[src/wmit_pkg.sv]
package wmit_pkg;

  localparam int unsigned MAX_RUN_DEF     = 63;
  localparam int unsigned MAX_HEADING_DEF = 6;
  localparam int unsigned MAX_TOKENS      = 40;
  localparam int unsigned TOKCNT_W        = $clog2(MAX_TOKENS + 1);

  localparam logic [3:0] TK_LIT          = 4'd0;
  localparam logic [3:0] TK_PARA_OPEN    = 4'd1;
  localparam logic [3:0] TK_PARA_CLOSE   = 4'd2;
  localparam logic [3:0] TK_EM_OPEN      = 4'd3;
  localparam logic [3:0] TK_EM_CLOSE     = 4'd4;
  localparam logic [3:0] TK_STRONG_OPEN  = 4'd5;
  localparam logic [3:0] TK_STRONG_CLOSE = 4'd6;
  localparam logic [3:0] TK_BREAK        = 4'd7;
  localparam logic [3:0] TK_HEAD_OPEN    = 4'd8;
  localparam logic [3:0] TK_HEAD_CLOSE   = 4'd9;

  localparam logic [15:0] CH_EQ   = 16'h003D;
  localparam logic [15:0] CH_BSL  = 16'h005C;
  localparam logic [15:0] CH_SL   = 16'h002F;
  localparam logic [15:0] CH_STAR = 16'h002A;
  localparam logic [15:0] CH_NL   = 16'h000A;

  typedef enum logic [2:0] {
    SYM_NONE = 3'd0,
    SYM_EQ   = 3'd1,
    SYM_BSL  = 3'd2,
    SYM_SL   = 3'd3,
    SYM_STAR = 3'd4
  } sym_e;

  typedef enum logic [4:0] {
    OP_NONE       = 5'd0,
    OP_LOAD       = 5'd1,
    OP_EMIT_EQ    = 5'd2,
    OP_LIT_C      = 5'd3,
    OP_PARA_OPEN  = 5'd4,
    OP_HEAD_OPEN  = 5'd5,
    OP_HEAD_CLOSE = 5'd6,
    OP_LOAD_HELD  = 5'd7,
    OP_LOAD_PAIRS = 5'd8,
    OP_PAIR       = 5'd9,
    OP_RES_END    = 5'd10,
    OP_CLR_RUN    = 5'd11,
    OP_HELD_INC   = 5'd12,
    OP_RUN_INC    = 5'd13,
    OP_RUN_EQLOAD = 5'd14,
    OP_RUN_START  = 5'd15,
    OP_SEC        = 5'd16,
    OP_FINISH     = 5'd17
  } op_e;

  typedef struct packed {
    op_e op;
  } cmd_t;

  typedef struct packed {
    logic fol;
    logic is_nl;
    logic is_eq;
    logic is_marker;
    logic same_run;
    logic run_nz;
    logic run_is_eq;
    logic eq_over;
    logic heading_open;
    logic in_para;
    logic sec_last;
    logic cnt_zero;
    logic room0;
    logic room1;
    logic out_free;
  } status_t;

  function automatic sym_e classify(logic [15:0] c);
    sym_e s;
    s = SYM_NONE;
    if (c == CH_EQ) s = SYM_EQ;
    else if (c == CH_BSL) s = SYM_BSL;
    else if (c == CH_SL) s = SYM_SL;
    else if (c == CH_STAR) s = SYM_STAR;
    return s;
  endfunction

endpackage

[src/wmit_char_if.sv]
interface wmit_char_if;
  logic        valid;
  logic        ready;
  logic [15:0] code_point;
  logic        first_of_line;

  modport source (output valid, output code_point, output first_of_line, input ready);
  modport sink (input valid, input code_point, input first_of_line, output ready);
endinterface

[src/wmit_tok_if.sv]
interface wmit_tok_if;
  logic        valid;
  logic        ready;
  logic [3:0]  token_kind;
  logic [15:0] token_char;
  logic [2:0]  heading_level;
  logic        last;

  modport source (output valid, output token_kind, output token_char,
                  output heading_level, output last, input ready);
  modport sink (input valid, input token_kind, input token_char,
                input heading_level, input last, output ready);
endinterface

[src/wiki_markup_inline_tokenizer.sv]
// Inline wiki-markup tokenizer: takes one character per beat with a first-of-line flag and
// returns a stream of tokens (literals, paragraph, emphasis, strong, line break, heading
// open/close), the final token of each character flagged by last. One character is taken at
// a time, and the single sequencer that walks the tokenizer state handles it. A plain character
// passes through load, line-start check, paragraph check, body, emit and finish; a character
// that only extends a run, or that is held as '=' inside a heading, skips the emit step.
// Ending a marker run emits its pairs and then any odd marker left over, and opening a
// heading is a step of its own. Each held '=' released is a step, and so is each '=' of a run
// that grows past the heading limit. An empty line closes any open heading and then emits
// the close tokens of the open section in turn. A stalled output holds the sequencer.
// Each character yields at most 40 tokens; further tokens are dropped.
// A character that yields no token produces no output beat.
module wiki_markup_inline_tokenizer #(
  parameter int unsigned MAX_RUN     = wmit_pkg::MAX_RUN_DEF,
  parameter int unsigned MAX_HEADING = wmit_pkg::MAX_HEADING_DEF
) (
  input  logic        clk_i,
  input  logic        rst_ni,
  wmit_char_if.sink   char_i,
  wmit_tok_if.source  tok_o
);

  wmit_pkg::cmd_t    cmd;
  wmit_pkg::status_t status;

  wmit_ctrl u_ctrl (
    .clk_i      (clk_i),
    .rst_ni     (rst_ni),
    .in_valid_i (char_i.valid),
    .in_ready_o (char_i.ready),
    .status_i   (status),
    .cmd_o      (cmd)
  );

  wmit_dpath #(
    .MAX_RUN     (MAX_RUN),
    .MAX_HEADING (MAX_HEADING)
  ) u_dpath (
    .clk_i           (clk_i),
    .rst_ni          (rst_ni),
    .code_point_i    (char_i.code_point),
    .first_of_line_i (char_i.first_of_line),
    .cmd_i           (cmd),
    .status_o        (status),
    .out_valid_o     (tok_o.valid),
    .out_ready_i     (tok_o.ready),
    .token_kind_o    (tok_o.token_kind),
    .token_char_o    (tok_o.token_char),
    .heading_level_o (tok_o.heading_level),
    .last_o          (tok_o.last)
  );

  a_one_at_a_time: assert property (@(posedge clk_i) disable iff (!rst_ni)
    (char_i.valid && char_i.ready) |=> !char_i.ready)
    else $error("input taken while a character is in work");

  a_level_only_on_heading: assert property (@(posedge clk_i) disable iff (!rst_ni)
    (tok_o.valid && tok_o.token_kind != wmit_pkg::TK_HEAD_OPEN &&
     tok_o.token_kind != wmit_pkg::TK_HEAD_CLOSE) |-> (tok_o.heading_level == '0))
    else $error("heading level on a non-heading token");

  a_char_only_on_literal: assert property (@(posedge clk_i) disable iff (!rst_ni)
    (tok_o.valid && tok_o.token_kind != wmit_pkg::TK_LIT) |-> (tok_o.token_char == '0))
    else $error("character on a non-literal token");

endmodule

[src/wmit_ctrl.sv]
module wmit_ctrl (
  input  logic              clk_i,
  input  logic              rst_ni,
  input  logic              in_valid_i,
  output logic              in_ready_o,
  input  wmit_pkg::status_t status_i,
  output wmit_pkg::cmd_t    cmd_o
);

  typedef enum logic [13:0] {
    ST_IDLE     = 14'b00000000000001,
    ST_PRE      = 14'b00000000000010,
    ST_FLUSH0   = 14'b00000000000100,
    ST_NLHEAD   = 14'b00000000001000,
    ST_NLHCLOSE = 14'b00000000010000,
    ST_NLPAIRS  = 14'b00000000100000,
    ST_MAIN     = 14'b00000001000000,
    ST_SEC      = 14'b00000010000000,
    ST_BODY     = 14'b00000100000000,
    ST_PAIRS    = 14'b00001000000000,
    ST_NEW      = 14'b00010000000000,
    ST_EQLIT    = 14'b00100000000000,
    ST_FLUSH1   = 14'b01000000000000,
    ST_FIN      = 14'b10000000000000
  } state_e;

  state_e state_q, state_d;
  wmit_pkg::op_e op;

  assign in_ready_o = (state_q == ST_IDLE);
  assign cmd_o.op   = op;

  always_comb begin
    state_d = state_q;
    op      = wmit_pkg::OP_NONE;
    if (state_q != ST_IDLE && !status_i.out_free) begin
      // hold until the output slot frees up
      op = wmit_pkg::OP_NONE;
    end else begin
      case (state_q)
        ST_IDLE: begin
          if (in_valid_i) begin
            op      = wmit_pkg::OP_LOAD;
            state_d = ST_PRE;
          end
        end
        ST_PRE: begin
          if (status_i.fol && status_i.heading_open) begin
            op      = wmit_pkg::OP_LOAD_HELD;
            state_d = ST_FLUSH0;
          end else if (status_i.fol && status_i.run_nz) begin
            if (status_i.run_is_eq) begin
              state_d = ST_NLHEAD;
            end else begin
              op      = wmit_pkg::OP_LOAD_PAIRS;
              state_d = ST_NLPAIRS;
            end
          end else begin
            if (status_i.fol) op = wmit_pkg::OP_CLR_RUN;
            state_d = ST_MAIN;
          end
        end
        ST_FLUSH0: begin
          if (status_i.cnt_zero || !status_i.room0) begin
            op      = wmit_pkg::OP_CLR_RUN;
            state_d = ST_MAIN;
          end else begin
            op = wmit_pkg::OP_EMIT_EQ;
          end
        end
        ST_NLHEAD: begin
          op      = wmit_pkg::OP_HEAD_OPEN;
          state_d = ST_NLHCLOSE;
        end
        ST_NLHCLOSE: begin
          op      = wmit_pkg::OP_HEAD_CLOSE;
          state_d = ST_MAIN;
        end
        ST_NLPAIRS: begin
          if (!status_i.cnt_zero) begin
            op = wmit_pkg::OP_PAIR;
          end else begin
            op      = wmit_pkg::OP_RES_END;
            state_d = ST_MAIN;
          end
        end
        ST_MAIN: begin
          if (status_i.fol && status_i.is_nl) begin
            if (status_i.heading_open) op = wmit_pkg::OP_HEAD_CLOSE;
            state_d = ST_SEC;
          end else begin
            if (!status_i.in_para) op = wmit_pkg::OP_PARA_OPEN;
            state_d = ST_BODY;
          end
        end
        ST_SEC: begin
          if (!status_i.in_para) begin
            state_d = ST_FIN;
          end else begin
            op = wmit_pkg::OP_SEC;
            if (status_i.sec_last) state_d = ST_FIN;
          end
        end
        ST_BODY: begin
          if (status_i.heading_open) begin
            if (status_i.is_nl) begin
              op      = wmit_pkg::OP_HEAD_CLOSE;
              state_d = ST_FIN;
            end else if (status_i.is_eq) begin
              op      = wmit_pkg::OP_HELD_INC;
              state_d = ST_FIN;
            end else begin
              op      = wmit_pkg::OP_LOAD_HELD;
              state_d = ST_FLUSH1;
            end
          end else if (status_i.same_run) begin
            if (status_i.is_eq && status_i.eq_over) begin
              op      = wmit_pkg::OP_RUN_EQLOAD;
              state_d = ST_EQLIT;
            end else begin
              op      = wmit_pkg::OP_RUN_INC;
              state_d = ST_FIN;
            end
          end else if (status_i.run_nz && status_i.run_is_eq) begin
            // heading opens, then this character is its first
            op = wmit_pkg::OP_HEAD_OPEN;
          end else if (status_i.run_nz) begin
            op      = wmit_pkg::OP_LOAD_PAIRS;
            state_d = ST_PAIRS;
          end else begin
            state_d = ST_NEW;
          end
        end
        ST_PAIRS: begin
          if (!status_i.cnt_zero) begin
            op = wmit_pkg::OP_PAIR;
          end else begin
            op      = wmit_pkg::OP_RES_END;
            state_d = ST_NEW;
          end
        end
        ST_NEW: begin
          state_d = ST_FIN;
          if (status_i.is_eq) begin
            op = status_i.fol ? wmit_pkg::OP_RUN_START : wmit_pkg::OP_LIT_C;
          end else if (status_i.is_marker) begin
            op = wmit_pkg::OP_RUN_START;
          end else if (!status_i.is_nl) begin
            op = wmit_pkg::OP_LIT_C;
          end
        end
        ST_EQLIT: begin
          if (!status_i.cnt_zero) begin
            op = wmit_pkg::OP_EMIT_EQ;
          end else begin
            op      = wmit_pkg::OP_CLR_RUN;
            state_d = ST_FIN;
          end
        end
        ST_FLUSH1: begin
          if (!status_i.cnt_zero && status_i.room1) begin
            op = wmit_pkg::OP_EMIT_EQ;
          end else begin
            op      = wmit_pkg::OP_LIT_C;
            state_d = ST_FIN;
          end
        end
        ST_FIN: begin
          op      = wmit_pkg::OP_FINISH;
          state_d = ST_IDLE;
        end
        default: state_d = ST_IDLE;
      endcase
    end
  end

  always_ff @(posedge clk_i or negedge rst_ni) begin
    if (!rst_ni) state_q <= ST_IDLE;
    else state_q <= state_d;
  end

endmodule

[src/wmit_dpath.sv]
module wmit_dpath #(
  parameter int unsigned MAX_RUN     = wmit_pkg::MAX_RUN_DEF,
  parameter int unsigned MAX_HEADING = wmit_pkg::MAX_HEADING_DEF
) (
  input  logic              clk_i,
  input  logic              rst_ni,
  input  logic [15:0]       code_point_i,
  input  logic              first_of_line_i,
  input  wmit_pkg::cmd_t    cmd_i,
  output wmit_pkg::status_t status_o,
  output logic              out_valid_o,
  input  logic              out_ready_i,
  output logic [3:0]        token_kind_o,
  output logic [15:0]       token_char_o,
  output logic [2:0]        heading_level_o,
  output logic              last_o
);

  localparam int unsigned RUN_W = $clog2(MAX_RUN + 1);
  localparam int unsigned TC_W  = wmit_pkg::TOKCNT_W;

  logic [15:0]        c_q, c_d;
  logic               fol_q, fol_d;
  wmit_pkg::sym_e     sym_q, sym_d, run_sym_q, run_sym_d;
  logic [RUN_W-1:0]   run_len_q, run_len_d, held_q, held_d, cnt_q, cnt_d;
  logic [1:0]         em_q, em_d, st_q, st_d;
  logic               para_q, para_d;
  logic [2:0]         head_q, head_d;
  logic [TC_W-1:0]    ocnt_q, ocnt_d;
  logic               pend_v_q, pend_v_d, out_v_q, out_v_d;
  logic [3:0]         pend_kind_q, out_kind_q;
  logic [15:0]        pend_char_q, out_char_q;
  logic [2:0]         pend_lvl_q, out_lvl_q;
  logic               out_last_q;

  logic               emit, push, fin_push, out_free;
  logic [3:0]         t_kind;
  logic [15:0]        t_char;
  logic [2:0]         t_lvl;

  assign out_free = !out_v_q || out_ready_i;

  always_comb begin
    status_o.fol          = fol_q;
    status_o.is_nl        = (c_q == wmit_pkg::CH_NL);
    status_o.is_eq        = (sym_q == wmit_pkg::SYM_EQ);
    status_o.is_marker    = (sym_q != wmit_pkg::SYM_NONE);
    status_o.same_run     = (sym_q != wmit_pkg::SYM_NONE) && (sym_q == run_sym_q) &&
                            (run_len_q != '0);
    status_o.run_nz       = (run_len_q != '0) && (run_sym_q != wmit_pkg::SYM_NONE);
    status_o.run_is_eq    = (run_sym_q == wmit_pkg::SYM_EQ);
    status_o.eq_over      = (run_len_q >= RUN_W'(MAX_HEADING));
    status_o.heading_open = (head_q != '0);
    status_o.in_para      = para_q;
    status_o.sec_last     = (em_q == '0) && (st_q == '0);
    status_o.cnt_zero     = (cnt_q == '0);
    status_o.room0        = (ocnt_q < TC_W'(wmit_pkg::MAX_TOKENS));
    status_o.room1        = (ocnt_q < TC_W'(wmit_pkg::MAX_TOKENS - 1));
    status_o.out_free     = out_free;
  end

  always_comb begin
    c_d       = c_q;
    fol_d     = fol_q;
    sym_d     = sym_q;
    run_sym_d = run_sym_q;
    run_len_d = run_len_q;
    held_d    = held_q;
    cnt_d     = cnt_q;
    em_d      = em_q;
    st_d      = st_q;
    para_d    = para_q;
    head_d    = head_q;
    ocnt_d    = ocnt_q;
    emit      = 1'b0;
    fin_push  = 1'b0;
    t_kind    = wmit_pkg::TK_LIT;
    t_char    = '0;
    t_lvl     = '0;
    case (cmd_i.op)
      wmit_pkg::OP_LOAD: begin
        c_d    = code_point_i;
        fol_d  = first_of_line_i;
        sym_d  = wmit_pkg::classify(code_point_i);
        ocnt_d = '0;
      end
      wmit_pkg::OP_EMIT_EQ: begin
        emit   = 1'b1;
        t_char = wmit_pkg::CH_EQ;
        cnt_d  = cnt_q - 1'b1;
      end
      wmit_pkg::OP_LIT_C: begin
        emit   = 1'b1;
        t_char = c_q;
      end
      wmit_pkg::OP_PARA_OPEN: begin
        emit   = 1'b1;
        t_kind = wmit_pkg::TK_PARA_OPEN;
        para_d = 1'b1;
      end
      wmit_pkg::OP_HEAD_OPEN: begin
        emit      = 1'b1;
        t_kind    = wmit_pkg::TK_HEAD_OPEN;
        t_lvl     = (run_len_q >= RUN_W'(MAX_HEADING)) ? 3'(MAX_HEADING) : run_len_q[2:0];
        head_d    = t_lvl;
        held_d    = '0;
        run_sym_d = wmit_pkg::SYM_NONE;
        run_len_d = '0;
      end
      wmit_pkg::OP_HEAD_CLOSE: begin
        emit   = 1'b1;
        t_kind = wmit_pkg::TK_HEAD_CLOSE;
        t_lvl  = head_q;
        head_d = '0;
        held_d = '0;
      end
      wmit_pkg::OP_LOAD_HELD: begin
        cnt_d  = held_q;
        held_d = '0;
      end
      wmit_pkg::OP_LOAD_PAIRS: cnt_d = run_len_q >> 1;
      wmit_pkg::OP_PAIR: begin
        emit  = 1'b1;
        cnt_d = cnt_q - 1'b1;
        case (run_sym_q)
          wmit_pkg::SYM_BSL: t_kind = wmit_pkg::TK_BREAK;
          wmit_pkg::SYM_SL: begin
            if (em_q != '0) begin
              em_d   = '0;
              t_kind = wmit_pkg::TK_EM_CLOSE;
            end else begin
              em_d   = (st_q != '0) ? 2'd1 : 2'd2;
              t_kind = wmit_pkg::TK_EM_OPEN;
            end
          end
          default: begin
            if (st_q != '0) begin
              st_d   = '0;
              t_kind = wmit_pkg::TK_STRONG_CLOSE;
            end else begin
              st_d   = (em_q != '0) ? 2'd1 : 2'd2;
              t_kind = wmit_pkg::TK_STRONG_OPEN;
            end
          end
        endcase
      end
      wmit_pkg::OP_RES_END: begin
        emit = run_len_q[0];
        case (run_sym_q)
          wmit_pkg::SYM_BSL: t_char = wmit_pkg::CH_BSL;
          wmit_pkg::SYM_SL:  t_char = wmit_pkg::CH_SL;
          default:           t_char = wmit_pkg::CH_STAR;
        endcase
        run_sym_d = wmit_pkg::SYM_NONE;
        run_len_d = '0;
      end
      wmit_pkg::OP_CLR_RUN: begin
        run_sym_d = wmit_pkg::SYM_NONE;
        run_len_d = '0;
      end
      wmit_pkg::OP_HELD_INC: begin
        if (held_q < RUN_W'(MAX_RUN)) held_d = held_q + 1'b1;
      end
      wmit_pkg::OP_RUN_INC: begin
        if (run_len_q < RUN_W'(MAX_RUN)) run_len_d = run_len_q + 1'b1;
      end
      wmit_pkg::OP_RUN_EQLOAD: cnt_d = run_len_q + 1'b1;
      wmit_pkg::OP_RUN_START: begin
        run_sym_d = sym_q;
        run_len_d = RUN_W'(1);
      end
      wmit_pkg::OP_SEC: begin
        emit = 1'b1;
        if (em_q != '0 && em_q >= st_q) begin
          em_d   = '0;
          t_kind = wmit_pkg::TK_EM_CLOSE;
        end else if (st_q != '0) begin
          st_d   = '0;
          t_kind = wmit_pkg::TK_STRONG_CLOSE;
        end else begin
          para_d = 1'b0;
          t_kind = wmit_pkg::TK_PARA_CLOSE;
        end
      end
      wmit_pkg::OP_FINISH: fin_push = pend_v_q;
      default: ;
    endcase
    // tokens past the per-character budget are dropped
    push = emit && (ocnt_q < TC_W'(wmit_pkg::MAX_TOKENS));
    if (push) ocnt_d = ocnt_q + 1'b1;
  end

  always_comb begin
    pend_v_d = pend_v_q;
    out_v_d  = out_v_q && !out_ready_i;
    if (push) begin
      pend_v_d = 1'b1;
      if (pend_v_q) out_v_d = 1'b1;
    end
    if (fin_push) begin
      pend_v_d = 1'b0;
      out_v_d  = 1'b1;
    end
  end

  always_ff @(posedge clk_i or negedge rst_ni) begin
    if (!rst_ni) begin
      run_sym_q <= wmit_pkg::SYM_NONE;
      run_len_q <= '0;
      held_q    <= '0;
      em_q      <= '0;
      st_q      <= '0;
      para_q    <= 1'b0;
      head_q    <= '0;
      pend_v_q  <= 1'b0;
      out_v_q   <= 1'b0;
    end else begin
      run_sym_q <= run_sym_d;
      run_len_q <= run_len_d;
      held_q    <= held_d;
      em_q      <= em_d;
      st_q      <= st_d;
      para_q    <= para_d;
      head_q    <= head_d;
      pend_v_q  <= pend_v_d;
      out_v_q   <= out_v_d;
    end
  end

  always_ff @(posedge clk_i) begin
    c_q    <= c_d;
    fol_q  <= fol_d;
    sym_q  <= sym_d;
    cnt_q  <= cnt_d;
    ocnt_q <= ocnt_d;
    if (push) begin
      pend_kind_q <= t_kind;
      pend_char_q <= t_char;
      pend_lvl_q  <= t_lvl;
    end
    if ((push && pend_v_q) || fin_push) begin
      out_kind_q <= pend_kind_q;
      out_char_q <= pend_char_q;
      out_lvl_q  <= pend_lvl_q;
      out_last_q <= fin_push;
    end
  end

  assign out_valid_o     = out_v_q;
  assign token_kind_o    = out_kind_q;
  assign token_char_o    = out_char_q;
  assign heading_level_o = out_lvl_q;
  assign last_o          = out_last_q;

endmodule

[src/flat_wrapper.sv]
// flat-port wrapper written by rule: the top's interface ports become plain ports
module wiki_markup_inline_tokenizer_flat 
#(
  parameter int unsigned MAX_RUN     = wmit_pkg::MAX_RUN_DEF,
  parameter int unsigned MAX_HEADING = wmit_pkg::MAX_HEADING_DEF
)
  (clk_i, rst_ni, char_i_valid, char_i_code_point, char_i_first_of_line, char_i_ready, tok_o_valid, tok_o_token_kind, tok_o_token_char, tok_o_heading_level, tok_o_last, tok_o_ready);
  wmit_char_if char_i_i ();
  wmit_tok_if tok_o_i ();
  input  logic clk_i;
  input  logic rst_ni;
  input wire logic [$bits(char_i_i.valid)-1:0] char_i_valid;
  input wire logic [$bits(char_i_i.code_point)-1:0] char_i_code_point;
  input wire logic [$bits(char_i_i.first_of_line)-1:0] char_i_first_of_line;
  output wire logic [$bits(char_i_i.ready)-1:0] char_i_ready;
  output wire logic [$bits(tok_o_i.valid)-1:0] tok_o_valid;
  output wire logic [$bits(tok_o_i.token_kind)-1:0] tok_o_token_kind;
  output wire logic [$bits(tok_o_i.token_char)-1:0] tok_o_token_char;
  output wire logic [$bits(tok_o_i.heading_level)-1:0] tok_o_heading_level;
  output wire logic [$bits(tok_o_i.last)-1:0] tok_o_last;
  input wire logic [$bits(tok_o_i.ready)-1:0] tok_o_ready;
  assign char_i_i.valid = char_i_valid;
  assign char_i_i.code_point = char_i_code_point;
  assign char_i_i.first_of_line = char_i_first_of_line;
  assign char_i_ready = char_i_i.ready;
  assign tok_o_valid = tok_o_i.valid;
  assign tok_o_token_kind = tok_o_i.token_kind;
  assign tok_o_token_char = tok_o_i.token_char;
  assign tok_o_heading_level = tok_o_i.heading_level;
  assign tok_o_last = tok_o_i.last;
  assign tok_o_i.ready = tok_o_ready;
  wiki_markup_inline_tokenizer #(.MAX_RUN(MAX_RUN), .MAX_HEADING(MAX_HEADING)) u_core (.clk_i(clk_i), .rst_ni(rst_ni), .char_i(char_i_i), .tok_o(tok_o_i));
endmodule
[config.mk]
export PLATFORM = sky130hd
export DESIGN_NAME = wiki_markup_inline_tokenizer_flat
export DESIGN_NICKNAME = d
export VERILOG_FILES = /design/src/wmit_pkg.sv /design/src/wmit_char_if.sv /design/src/wmit_tok_if.sv /design/src/wiki_markup_inline_tokenizer.sv /design/src/wmit_ctrl.sv /design/src/wmit_dpath.sv /design/src/flat_wrapper.sv
export SDC_FILE = /design/constraint.sdc
export NUM_CORES = 1
export LEC_CHECK = 0
export ABC_AREA = 1
export BUFFER_PORTS_ARGS = -buffer_cell sky130_fd_sc_hd__buf_4
export CAP_MARGIN = 20
export CORE_ASPECT_RATIO = 0.6
export CORE_MARGIN = 2
export CORE_UTILIZATION = 60
export DETAILED_ROUTE_END_ITERATION = 6
export PLACE_DENSITY = 0.89
export SLEW_MARGIN = 10
export SYNTH_ARGS = -nofsm -noshare
export SYNTH_HDL_FRONTEND = slang
export SYNTH_SLANG_ARGS = --single-unit
[constraint.sdc]
create_clock -name clk_i -period 4.6 [get_ports clk_i]
set_clock_uncertainty 0.15 [all_clocks]
set_input_delay 0.46 -clock clk_i [delete_from_list [all_inputs] [get_ports clk_i]]
set_output_delay 0.46 -clock clk_i [all_outputs]
set_load 0.05 [all_outputs]
==> results of run 1 <==
## sequential cells by signal, summed over array words and instances, names as in the netlist
signal	flops
u_core.u_dpath.c_q	16
u_core.u_dpath.pend_char_q	16
u_core.u_dpath.token_char_o	16
u_core.u_ctrl.state_q	14
u_core.u_dpath.cnt_q	6
u_core.u_dpath.held_q	6
u_core.u_dpath.ocnt_q	6
u_core.u_dpath.run_len_q	6
u_core.u_dpath.pend_kind_q	4
u_core.u_dpath.token_kind_o	4
u_core.u_dpath.head_q	3
u_core.u_dpath.heading_level_o	3
u_core.u_dpath.pend_lvl_q	3
u_core.u_dpath.run_sym_q	3
u_core.u_dpath.sym_q	3
u_core.u_dpath.em_q	2
u_core.u_dpath.st_q	2
u_core.u_dpath.fol_q	1
u_core.u_dpath.last_o	1
u_core.u_dpath.out_valid_o	1
u_core.u_dpath.para_q	1
u_core.u_dpath.pend_v_q	1
## power by group
group / switching [mW] / internal [mW]
clock network: 0.573 / 0.721
registers: 0.118 / 1.40
logic: 0.936 / 0.342
## synth_stat cells (all sizes together) (6+ instances only)
| library cell | n |
|---|---|
| o21ai | 36 |
| nand2 | 225 |
| xor2 | 11 |
| edfxtp | 79 |
| nor2 | 135 |
| nand4 | 14 |
| nand3 | 65 |
| ha | 8 |
| o31ai | 6 |
| inv | 123 |
| a21oi | 14 |
| o22ai | 9 |
| nor3 | 14 |
| dfrtp | 38 |
## cell usage in the layout, fill, tap and decap left out, types with 14 or more instances in the layout
cell / n
nand2_1: 208
nor2_1: 119
inv_1: 108
edfxtp_1: 79
nand3_1: 54
buf_4: 51
dfrtp_1: 38
o21ai_0: 23
clkbuf_16: 17
inv_2: 14
## cell families (layout without fill, tap and decap cells)
kind of cell / Yosys count / after routing
adders and majority gates: 8 / 8
xor gates and xnor gates: 13 / 13
and+or+nand+nor: 461 / 461
AOI/OAI and AO/OA: 83 / 83
other: 0 / 1
DFF: 118 / 118
buffers and inverters: 128 / 207
## critical path: cells and delay by family (launching register included)
family,cells,cell delay [ps]
AND/OR/NAND/NOR,9,1410
buffers and inverters,2,880
AO/OA/AOI/OAI,2,460
flip-flops,1,440
adder cells (fa/ha/maj),1,220
## routing by layer
metal | vias to the layer above | track usage, %
li1 | 2801 | -
met1 | 2719 | 46.7
met2 | 426 | 42.7
met4 | 0 | 10.4
met5 | - | 0
met3 | 59 | 9.72
## worst paths after layout
kind | from | end | slack, ps
worst max-delay path | u_core.u_dpath.run_len_q[0] | u_core.u_dpath.pend_kind_q[2] | 640
worst min-delay path | char_i_code_point[14] | u_core.u_dpath.c_q[14] | 70
worst max register to register | u_core.u_dpath.run_len_q[0] | u_core.u_dpath.pend_kind_q[2] | 640
worst min register to register | u_core.u_dpath.pend_lvl_q[0] | u_core.u_dpath.heading_level_o[0] | 270
max in group asynchronous | rst_ni | u_core.u_dpath.head_q[2] | 3490
min in group asynchronous | rst_ni | u_core.u_ctrl.state_q[11] | 430
## area by class of cell
type / count / area, sq um
Antenna cell: 1 / 2.50
Clock buffer: 17 / 425
Clock inverter: 15 / 154
Fill cell: 772 / 2880
Inverter: 123 / 464
Multi-Input combinational cell: 565 / 2900
Sequential cell: 118 / 3350
Tap cell: 139 / 174
Timing Repair Buffer: 52 / 393
## per-stage QoR
stage	instances	setup WS, ps	util [%]	hold WS [ps]
final	1030	641	73.2	70.1
after global placement	996	914	67.7	250
after floorplan	811	792	-	14.4
after CTS	1029	739	73.2	62.1
after global routing	1029	326	73.2	61.8
after detailed placement	996	776	67.7	255
==> flow_summary_export.csv, run 1 <==
group,metric,value,unit
placement,dpl_cell_area,7270,sq um
detailed_routing,vias,6005,
detailed_routing,top_layer,"met4",
detailed_routing,firstDrtPassIters,5,
synthesis,synthAdderAreaFrac,1.48,%
synthesis,ys_top_cells_by_area,"edfxtp_1 (35%), dfrtp_1 (14%), nand2_1 (12%)",
synthesis,synth-compound-area-share,7.78,%
synthesis,syn_area,6740,sq um
detailed_routing,wl,17900,microns
cts,cts_tree,"built",
cts,clock_sinks,118,
synthesis,synth_edf_count,79,
grt,grt_pass1_wl,28800,microns
finish,fin_nets,906,
synthesis,synth_flop_cell,"edfxtp_1",
cts,clk_pin_slew_worst_paths,70,ps
detailed_routing,wl_per_cell,17.4,microns
cts,post_cts_resized,0,
synthesis,synth_top_area_share,35.2,%
critical_path,critical_path_required,4490,ps
floorplanning,core,10700,sq um
floorplanning,io_pins,47,
cts,htree_levels,4,
critical_path,crit_chain,"inv_1, ha_1, nand4_2, nand3_1, nand2_1, o21ai_1, nand3_2, o21ai_1, nand2_1, nand2_1, nor2_1, nand3_2, nand2_4, inv_1",
synthesis,synth_nets,840,
critical_path,worst_setup_path_start_kind,"flop",
detailed_routing,drt_iter0_markers,774,
detailed_routing,met3_wirelength,2320,microns
floorplanning,fp.dieH,86.1,microns
critical_path,critPathMostFrequentCell,"nand2_1",
critical_path,slowest_stage,"inv_1",
grt,overflow,0,
cts,clockBufferDepth,2,
cts,hold_buffers,1,
critical_path,r2r_cells,14,
synthesis,yosysUniqueCellTypes,50,
detailed_routing,wl_met2,7080,microns
timing,max_clock_freq,0.253,GHz
critical_path,crit_arrival,3850,ps
job,drv_cap,0,
synthesis,yosysSeqAreaShare,49.7,%
power_and_ir_drop,power,4.09,mW
synthesis,yosys.area.top_type,"edfxtp_1",
timing,timing.final.crit_share,86.1,%
grt,grt.total_usage,31.1,%
placement,portBuffers,46,
critical_path,crit_fanout,23,
run_status,outcome,"finished clean",
floorplanning,dieArea,12100,sq um
min_path,holdPathStages,1,
power_and_ir_drop,power.density,520,nW/um^2
cts,post_cts_buffers,0,
critical_path,critPathKind,"flop to flop",
timing,setup_tns,0,ps
floorplanning,die_w,141,microns
floorplanning,start_util,62.8,%
synthesis,ys_seq_elements,118,
synthesis,synth_top_family_by_area,"simple AND/OR/NAND/NOR gates",
critical_path,cp-end-kind,"flop",
synthesis,synthCells,811,
synthesis,yosys.area_share.simple,32.0,%
cts,cts_buffers,17,
timing,worst_pin_slew,887,ps
timing,final_max_slew_viol_count,0,
placement,place_congestion,1.07,
min_path,hold_class,"input pin to flop",
synthesis,synthMuxAreaShare,0,%
detailed_routing,wl_met1,8050,microns
timing,rsz0062_at_grt,"false",
grt,antenna_found_initial,0,
detailed_routing,vias_per_cell,5.83,
synthesis,syn_avg_cell_area,8.31,sq um
synthesis,async_flop_share,33.1,%
timing,final_hold_viol_count,0,
finish,final_area,7860,sq um
detailed_routing,postRouteAntennaNets,0,
finish,drive_above_1_share,17.1,%
grt,grt_max_degree,40,
floorplanning,rows,29,
cts,cts_root_buf,"clkbuf_16",
synthesis,synth_warnings,0,
placement,dp_hpwl,13200,microns
finish,syn_to_final_growth,16.6,%
timing,max_slew_margin,40.8,%
synthesis,synth_xor_area_share,1.69,%
cts,clock_latency,420,ps
power_and_ir_drop,ir_drop,0.000310,V
timing,setup_violations,0,
detailed_routing,drc,0,
power_and_ir_drop,leakagePower,3.72,nW
critical_path,max_stage_delay,660,ps
timing,min_period,3960,ps
grt,grt_pass1_vias,5570,
(Power assumes the default switching activity.)
==> inputs of run 2 (changes only) <==
==> constraint.sdc (replaced) <==
create_clock -name clk_i -period 4.2 [get_ports clk_i]
set_clock_uncertainty 0.15 [all_clocks]
set_input_delay 0.42 -clock clk_i [delete_from_list [all_inputs] [get_ports clk_i]]
set_output_delay 0.42 -clock clk_i [all_outputs]
set_load 0.05 [all_outputs]
==> run 2 against run 1 <==
Worst setup slack got worse by 160 ps. Via count decreased by 0.12%. Sequential power increased by 9.9%. Combinational power up 10%. Register-to-register slack lost 160 ps. Largest cell class unchanged.
==> flow_summary_export.csv, run 2 (synthesis gave the netlist of run 1 again) <==
group,metric,value,unit
critical_path,crit_family,"simple AND/OR/NAND/NOR gates",
detailed_routing,wl_per_cell,17.6,microns
power_and_ir_drop,power,4.58,mW
critical_path,crit_buf_inv,5,
finish,antenna_cells,0,
critical_path,r2r_cells,21,
finish,fill_cells,790,
grt,antenna_found_initial,0,
floorplanning,core,10700,sq um
finish,final-seq-area,3350,sq um
floorplanning,io_pins,47,
detailed_routing,postRouteAntennaNets,0,
critical_path,crit_fanout,24,
grt,grt_pass1_vias,5311,
floorplanning,dieArea,12100,sq um
critical_path,critical_path_required,4150,ps
timing,min_period,3720,ps
timing,final_hold_viol_count,0,
run_status,outcome,"finished clean",
cts,clock_sinks,118,
timing,timing.final.crit_share,88.6,%
finish,fin_nets,907,
floorplanning,die_w,141,microns
placement,portBuffers,46,
job,drv_cap,0,
placement,dpl_cell_area,7280,sq um
cts,clock_latency,430,ps
floorplanning,rows,29,
finish,drive_above_1_share,17.2,%
critical_path,cp-end-kind,"flop",
timing,worst_pin_slew,563,ps
grt,grt.total_usage,31.3,%
min_path,holdPathStages,1,
placement,dp_hpwl,13500,microns
min_path,hold_class,"input pin to flop",
detailed_routing,vias,5998,
timing,setup_violations,0,
detailed_routing,drc,0,
finish,syn_to_final_growth,17.0,%
detailed_routing,firstDrtPassIters,7,
critical_path,cp_num_cells,21,
finish,instances_no_fill,1030,
cts,cts_tree,"built",
critical_path,worst_setup_path_start_kind,"flop",
cts,cts_buffers,17,
floorplanning,fp.dieH,86.1,microns
finish,final_area,7890,sq um
floorplanning,start_util,62.8,%
critical_path,slowest_stage,"edfxtp_1",
timing,max_clock_freq,0.269,GHz
detailed_routing,vias_per_cell,5.82,
finish,layout_commonest_cell,"nand2_1",
critical_path,critPathKind,"flop to flop",
cts,post_cts_resized,0,
timing,max_slew_margin,62.4,%
power_and_ir_drop,power.density,581,nW/um^2
critical_path,critPathMostFrequentCell,"nand2_1",
critical_path,crit_chain,"inv_1, ha_1, inv_1, nor2_1, nand3_1, inv_1, nand3_1, nand2_1, inv_2, nand2_1, nor2_1, nand3_2, nand2_2, nor2_1, nand2_1, nand2_1, nor2_1, nand3_2, nand3_1, nand2_1, buf_4",
timing,final_max_slew_viol_count,0,
timing,rsz0062_at_grt,"false",
detailed_routing,wl,18100,microns
finish,final_cell_mix,"nand2_1 (208), nor2_1 (119), inv_1 (108)",
cts,cts_root_buf,"clkbuf_16",
detailed_routing,drt_iter0_markers,868,
power_and_ir_drop,leakagePower,3.74,nW
placement,dp_cells,997,
cts,clockBufferDepth,2,
critical_path,max_stage_delay,370,ps
cts,clk_pin_slew_worst_paths,60,ps
grt,grt_pass1_wl,28400,microns
cts,htree_levels,4,
grt,overflow,0,
grt,grt_max_degree,40,
power_and_ir_drop,ir_drop,0.000324,V
critical_path,crit_arrival,3670,ps
timing,setup_tns,0,ps
finish,multi_input_comb_area,2900,sq um
placement,place_congestion,1.02,
==> run 2: cell count changes in the layout (fill, tap and decap cells not counted), sizes merged <==
cell    delta
clkinv     -4
bufinv     +2
inv        +2
buf        +1
diode      -1
==> run 2: per-layer routing <==
layer	wire length (microns)	share of wire (%)	global-route usage [%]	vias to the layer above
li1	-	-	-	2804
met3	2320	13	9.38	44
met5	0	0	0	-
met4	376	2.1	10.0	0
met2	7380	41	43.2	402
met1	8070	44	47.2	2748
==> run 2: per-stage QoR <==
stage,hold WS [ps],worst slack [ps],util [%]
global route,17.1,216,73.5
detailed placement,256,675,67.8
floorplan,-25.6,392,-
finish,25.6,480,73.5
CTS,17.4,571,73.5
global placement,251,839,67.8
==> run 2: report_power, final <==
part | leakage (nW) | switching, mW | internal, mW
sequential | 1.21 | 0.136 | 1.53
combinational | 2.24 | 1.03 | 0.380
clock | 0.292 | 0.603 | 0.899
==> run 2: cell type report <==
class / count / area share (%)
Clock inverter: 15 / 2.27
Clock buffer: 17 / 5.39
Inverter: 123 / 5.88
Timing Repair Buffer: 53 / 5.07
Sequential cell: 118 / 42.4
Multi-Input combinational cell: 565 / 36.7
Tap cell: 139 / 2.20
==> run 2: what timing repair did <==
item	4_1_cts	5_1_grt
endpoints found under the hold margin	38	0
hold buffers	1	0
buffers inserted	0	0
==> run 2: final timing paths <==
kind | startpoint | end | slack, ps
hold reg to reg | u_core.u_dpath.pend_char_q[5] | u_core.u_dpath.token_char_o[5] | 270
min in group asynchronous | rst_ni | u_core.u_ctrl.state_q[5] | 370
max in group asynchronous | rst_ni | u_core.u_ctrl.state_q[0] | 3160
setup reg to reg | u_core.u_dpath.cnt_q[0] | u_core.u_dpath.token_char_o[15] | 480
hold / removal | char_i_first_of_line | u_core.u_dpath.fol_q | 30
setup / recovery | u_core.u_dpath.cnt_q[0] | u_core.u_dpath.token_char_o[15] | 480
==> run 2: worst reg2reg max path, stage by stage, from the launching register on <==
cell      delay [ps]
edfxtp_1         370
inv_1            130
ha_1             220
inv_1             60
nor2_1           160
nand3_1          290
inv_1            160
nand3_1          140
nand2_1          170
inv_2             50
nand2_1           60
nor2_1            40
nand3_2          120
nand2_2           90
nor2_1           140
nand2_1          260
nand2_1          130
nor2_1            60
nand3_2          100
nand3_1          100
nand2_1           70
buf_4            300
==> inputs of run 3 (changes only) <==
==> constraint.sdc (replaced) <==
create_clock -name clk_i -period 3.96 [get_ports clk_i]
set_clock_uncertainty 0.15 [all_clocks]
set_input_delay 0.396 -clock clk_i [delete_from_list [all_inputs] [get_ports clk_i]]
set_output_delay 0.396 -clock clk_i [all_outputs]
set_load 0.05 [all_outputs]
==> run 3 against run 2 <==
Combinational power rose by 6%. Critical endpoint is now u_core.u_dpath.token_char_o[11]. First-iteration DRC count shrank 24%. Largest power group unchanged. Worst setup slack got worse by 130 ps. Critical path depth unchanged. Largest cell class unchanged. Fmax rose by 3.1%. Global-route usage grew 0.082 points. Cell area grew 0.14%. Worst hold slack worse by 14 ps. Sequential share of layout area decreased by 0.060 points.
==> flow_summary_export.csv, run 3 (synthesis gave the netlist of run 1 again) <==
group,metric,value,unit
placement,dpl_cell_area,7270,sq um
critical_path,crit_chain,"inv_1, ha_1, inv_1, nor2_1, nand3_2, inv_1, nand3_1, nand2_1, inv_2, nand2_1, nor2_1, nand3_2, nand2_2, nor2_1, nand2_1, nand2_1, nor2_1, nand3_2, nand3_1, nand2_1, buf_4",
critical_path,reg2reg_slack,350,ps
cts,cts_buffers,17,
timing,setup_tns,0,ps
critical_path,crit_fanout,24,
critical_path,rr_startpoint,"u_core.u_dpath.cnt_q[0]",
grt,grt_pass1_wl,28800,microns
placement,dp_hpwl,13300,microns
detailed_routing,vias,6001,
grt,antenna_found_initial,0,
timing,min_period,3610,ps
detailed_routing,postRouteAntennaNets,0,
grt,overflow,0,
critical_path,critPathKind,"flop to flop",
timing,timing.final.crit_share,91.1,%
floorplanning,dieArea,12100,sq um
power_and_ir_drop,leakagePower,3.74,nW
finish,final_util,73.6,%
detailed_routing,wl_met2,7290,microns
critical_path,crit_buf_inv,5,
floorplanning,io_pins,47,
critical_path,crit_arrival,3550,ps
timing,final_hold_viol_count,0,
min_path,holdPathStages,1,
critical_path,cp-end-kind,"flop",
cts,clock_latency,430,ps
detailed_routing,wl_met1,7960,microns
timing,rsz0062_at_grt,"false",
cts,htree_levels,4,
cts,cts_tree,"built",
detailed_routing,drt_iter0_markers,661,
critical_path,critPathMostFrequentCell,"nand2_1",
min_path,whs_endpoint,"u_core.u_dpath.c_q[8]",
critical_path,worst_setup_path_start_kind,"flop",
power_and_ir_drop,power.density,607,nW/um^2
power_and_ir_drop,ir_drop,0.000394,V
placement,dp_slack,346,ps
critical_path,critical_path_required,3910,ps
detailed_routing,drc,0,
run_status,outcome,"finished clean",
floorplanning,core,10700,sq um
grt,grt_max_degree,40,
timing,final_max_slew_viol_count,0,
finish,multi_input_comb_area,2910,sq um
floorplanning,die_w,141,microns
detailed_routing,vias_per_cell,5.81,
grt,grt.total_usage,31.3,%
finish,antenna_cells,0,
job,drv_cap,0,
detailed_routing,wl_per_cell,17.3,microns
cts,clk_pin_slew_worst_paths,60,ps
finish,final_cell_mix,"nand2_1 (208), nor2_1 (118), inv_1 (108)",
min_path,worstHoldStart,"char_i_code_point[8]",
grt,grt_pass1_vias,5489,
detailed_routing,met3_wirelength,2310,microns
power_and_ir_drop,power,4.80,mW
timing,worst_pin_slew,618,ps
finish,syn_to_final_growth,17.2,%
detailed_routing,top_layer,"met4",
detailed_routing,firstDrtPassIters,5,
cts,clockBufferDepth,2,
placement,portBuffers,46,
critical_path,crit_family,"simple AND/OR/NAND/NOR gates",
finish,final-seq-area,3350,sq um
critical_path,crit_start,"u_core.u_dpath.cnt_q[0]",
timing,max_slew_margin,58.4,%
timing,worst_slack,351,ps
floorplanning,fp.dieH,86.1,microns
finish,fill_cells,752,
timing,max_clock_freq,0.277,GHz
critical_path,max_stage_delay,360,ps
critical_path,rr_endpoint,"u_core.u_dpath.token_char_o[11]",
finish,layout_commonest_cell,"nand2_1",
timing,setup_violations,0,
critical_path,r2r_cells,21,
finish,drive_above_1_share,17.2,%
floorplanning,rows,29,
finish,final_area,7900,sq um
floorplanning,start_util,62.8,%
critical_path,slowest_stage,"edfxtp_1",
finish,fin_nets,909,
cts,clock_sinks,118,
detailed_routing,wl,17800,microns
min_path,hold_class,"input pin to flop",
cts,cts_root_buf,"clkbuf_16",
placement,place_congestion,1.07,
[run 3: cell types whose count changed in the layout (fill, tap and decap cells not counted)]
cell,before,now
buf_4,52,51
nor2_1,119,118
clkinv_4,0,4
inv_8,3,4
dlygate4sd3_1,1,4
bufinv_16,2,1
inv_6,8,4
nor2_2,6,7
nand3_1,54,53
nand3_2,10,11
[run 3: worst max-delay path by stage]
stage	end	slack, ps	cells after the start
floorplan	u_core.u_dpath.heading_level_o[0]	150	17
global placement	u_core.u_dpath.token_char_o[14]	490	19
detailed placement	u_core.u_dpath.token_char_o[15]	350	19
CTS	u_core.u_dpath.token_char_o[11]	330	19
global route	u_core.u_dpath.token_char_o[13]	90	21
finish	u_core.u_dpath.token_char_o[11]	350	21
[run 3: worst register-to-register path: stages, from the launching register on]
cell      delay (ps)
edfxtp_1         360
inv_1            110
ha_1             190
inv_1             50
nor2_1           160
nand3_2          200
inv_1            120
nand3_1          130
nand2_1          160
inv_2             50
nand2_1           80
nor2_1            50
nand3_2          120
nand2_2          100
nor2_1           180
nand2_1          270
nand2_1          140
nor2_1            70
nand3_2          100
nand3_1          100
nand2_1           80
buf_4            290
[run 3: per-layer routing]
layer,GRT usage [%],vias up
met3,9.21,37
met5,0,-
li1,-,2814
met2,44.1,412
met1,47.3,2738
met4,8.91,0
[run 3: what timing repair did]
action,4_1_cts,5_1_grt
resized for setup,0,2
setup buffers,0,0
endpoints found under the hold margin,41,0
hold buffers,4,0
endpoints found under the setup margin,0,47
[run 3: final cells by class]
cell class / count / share of cell area [%]
clock buffer: 17 / 5.38
tap: 139 / 2.20
clock inverter: 15 / 2.03
sequential: 118 / 42.4
timing repair buffer: 55 / 5.35
multi-input combinational: 565 / 36.8
inverter: 123 / 5.87
[run 3: per-stage QoR]
| step | hold WS, ps | std cells |
|---|---|---|
| after floorplan | -49.6 | 811 |
| after global placement | 251 | 996 |
| after detailed placement | 255 | 996 |
| after CTS | 0.479 | 1032 |
| after global routing | 8.25 | 1032 |
| final | 11.8 | 1032 |
[run 3: power breakdown]
part           leakage (nW)  internal, mW  switching, mW
combinational          2.25         0.404           1.09
clock                 0.283         0.890          0.646
sequential             1.21          1.63          0.140
total                  3.74          2.92           1.88
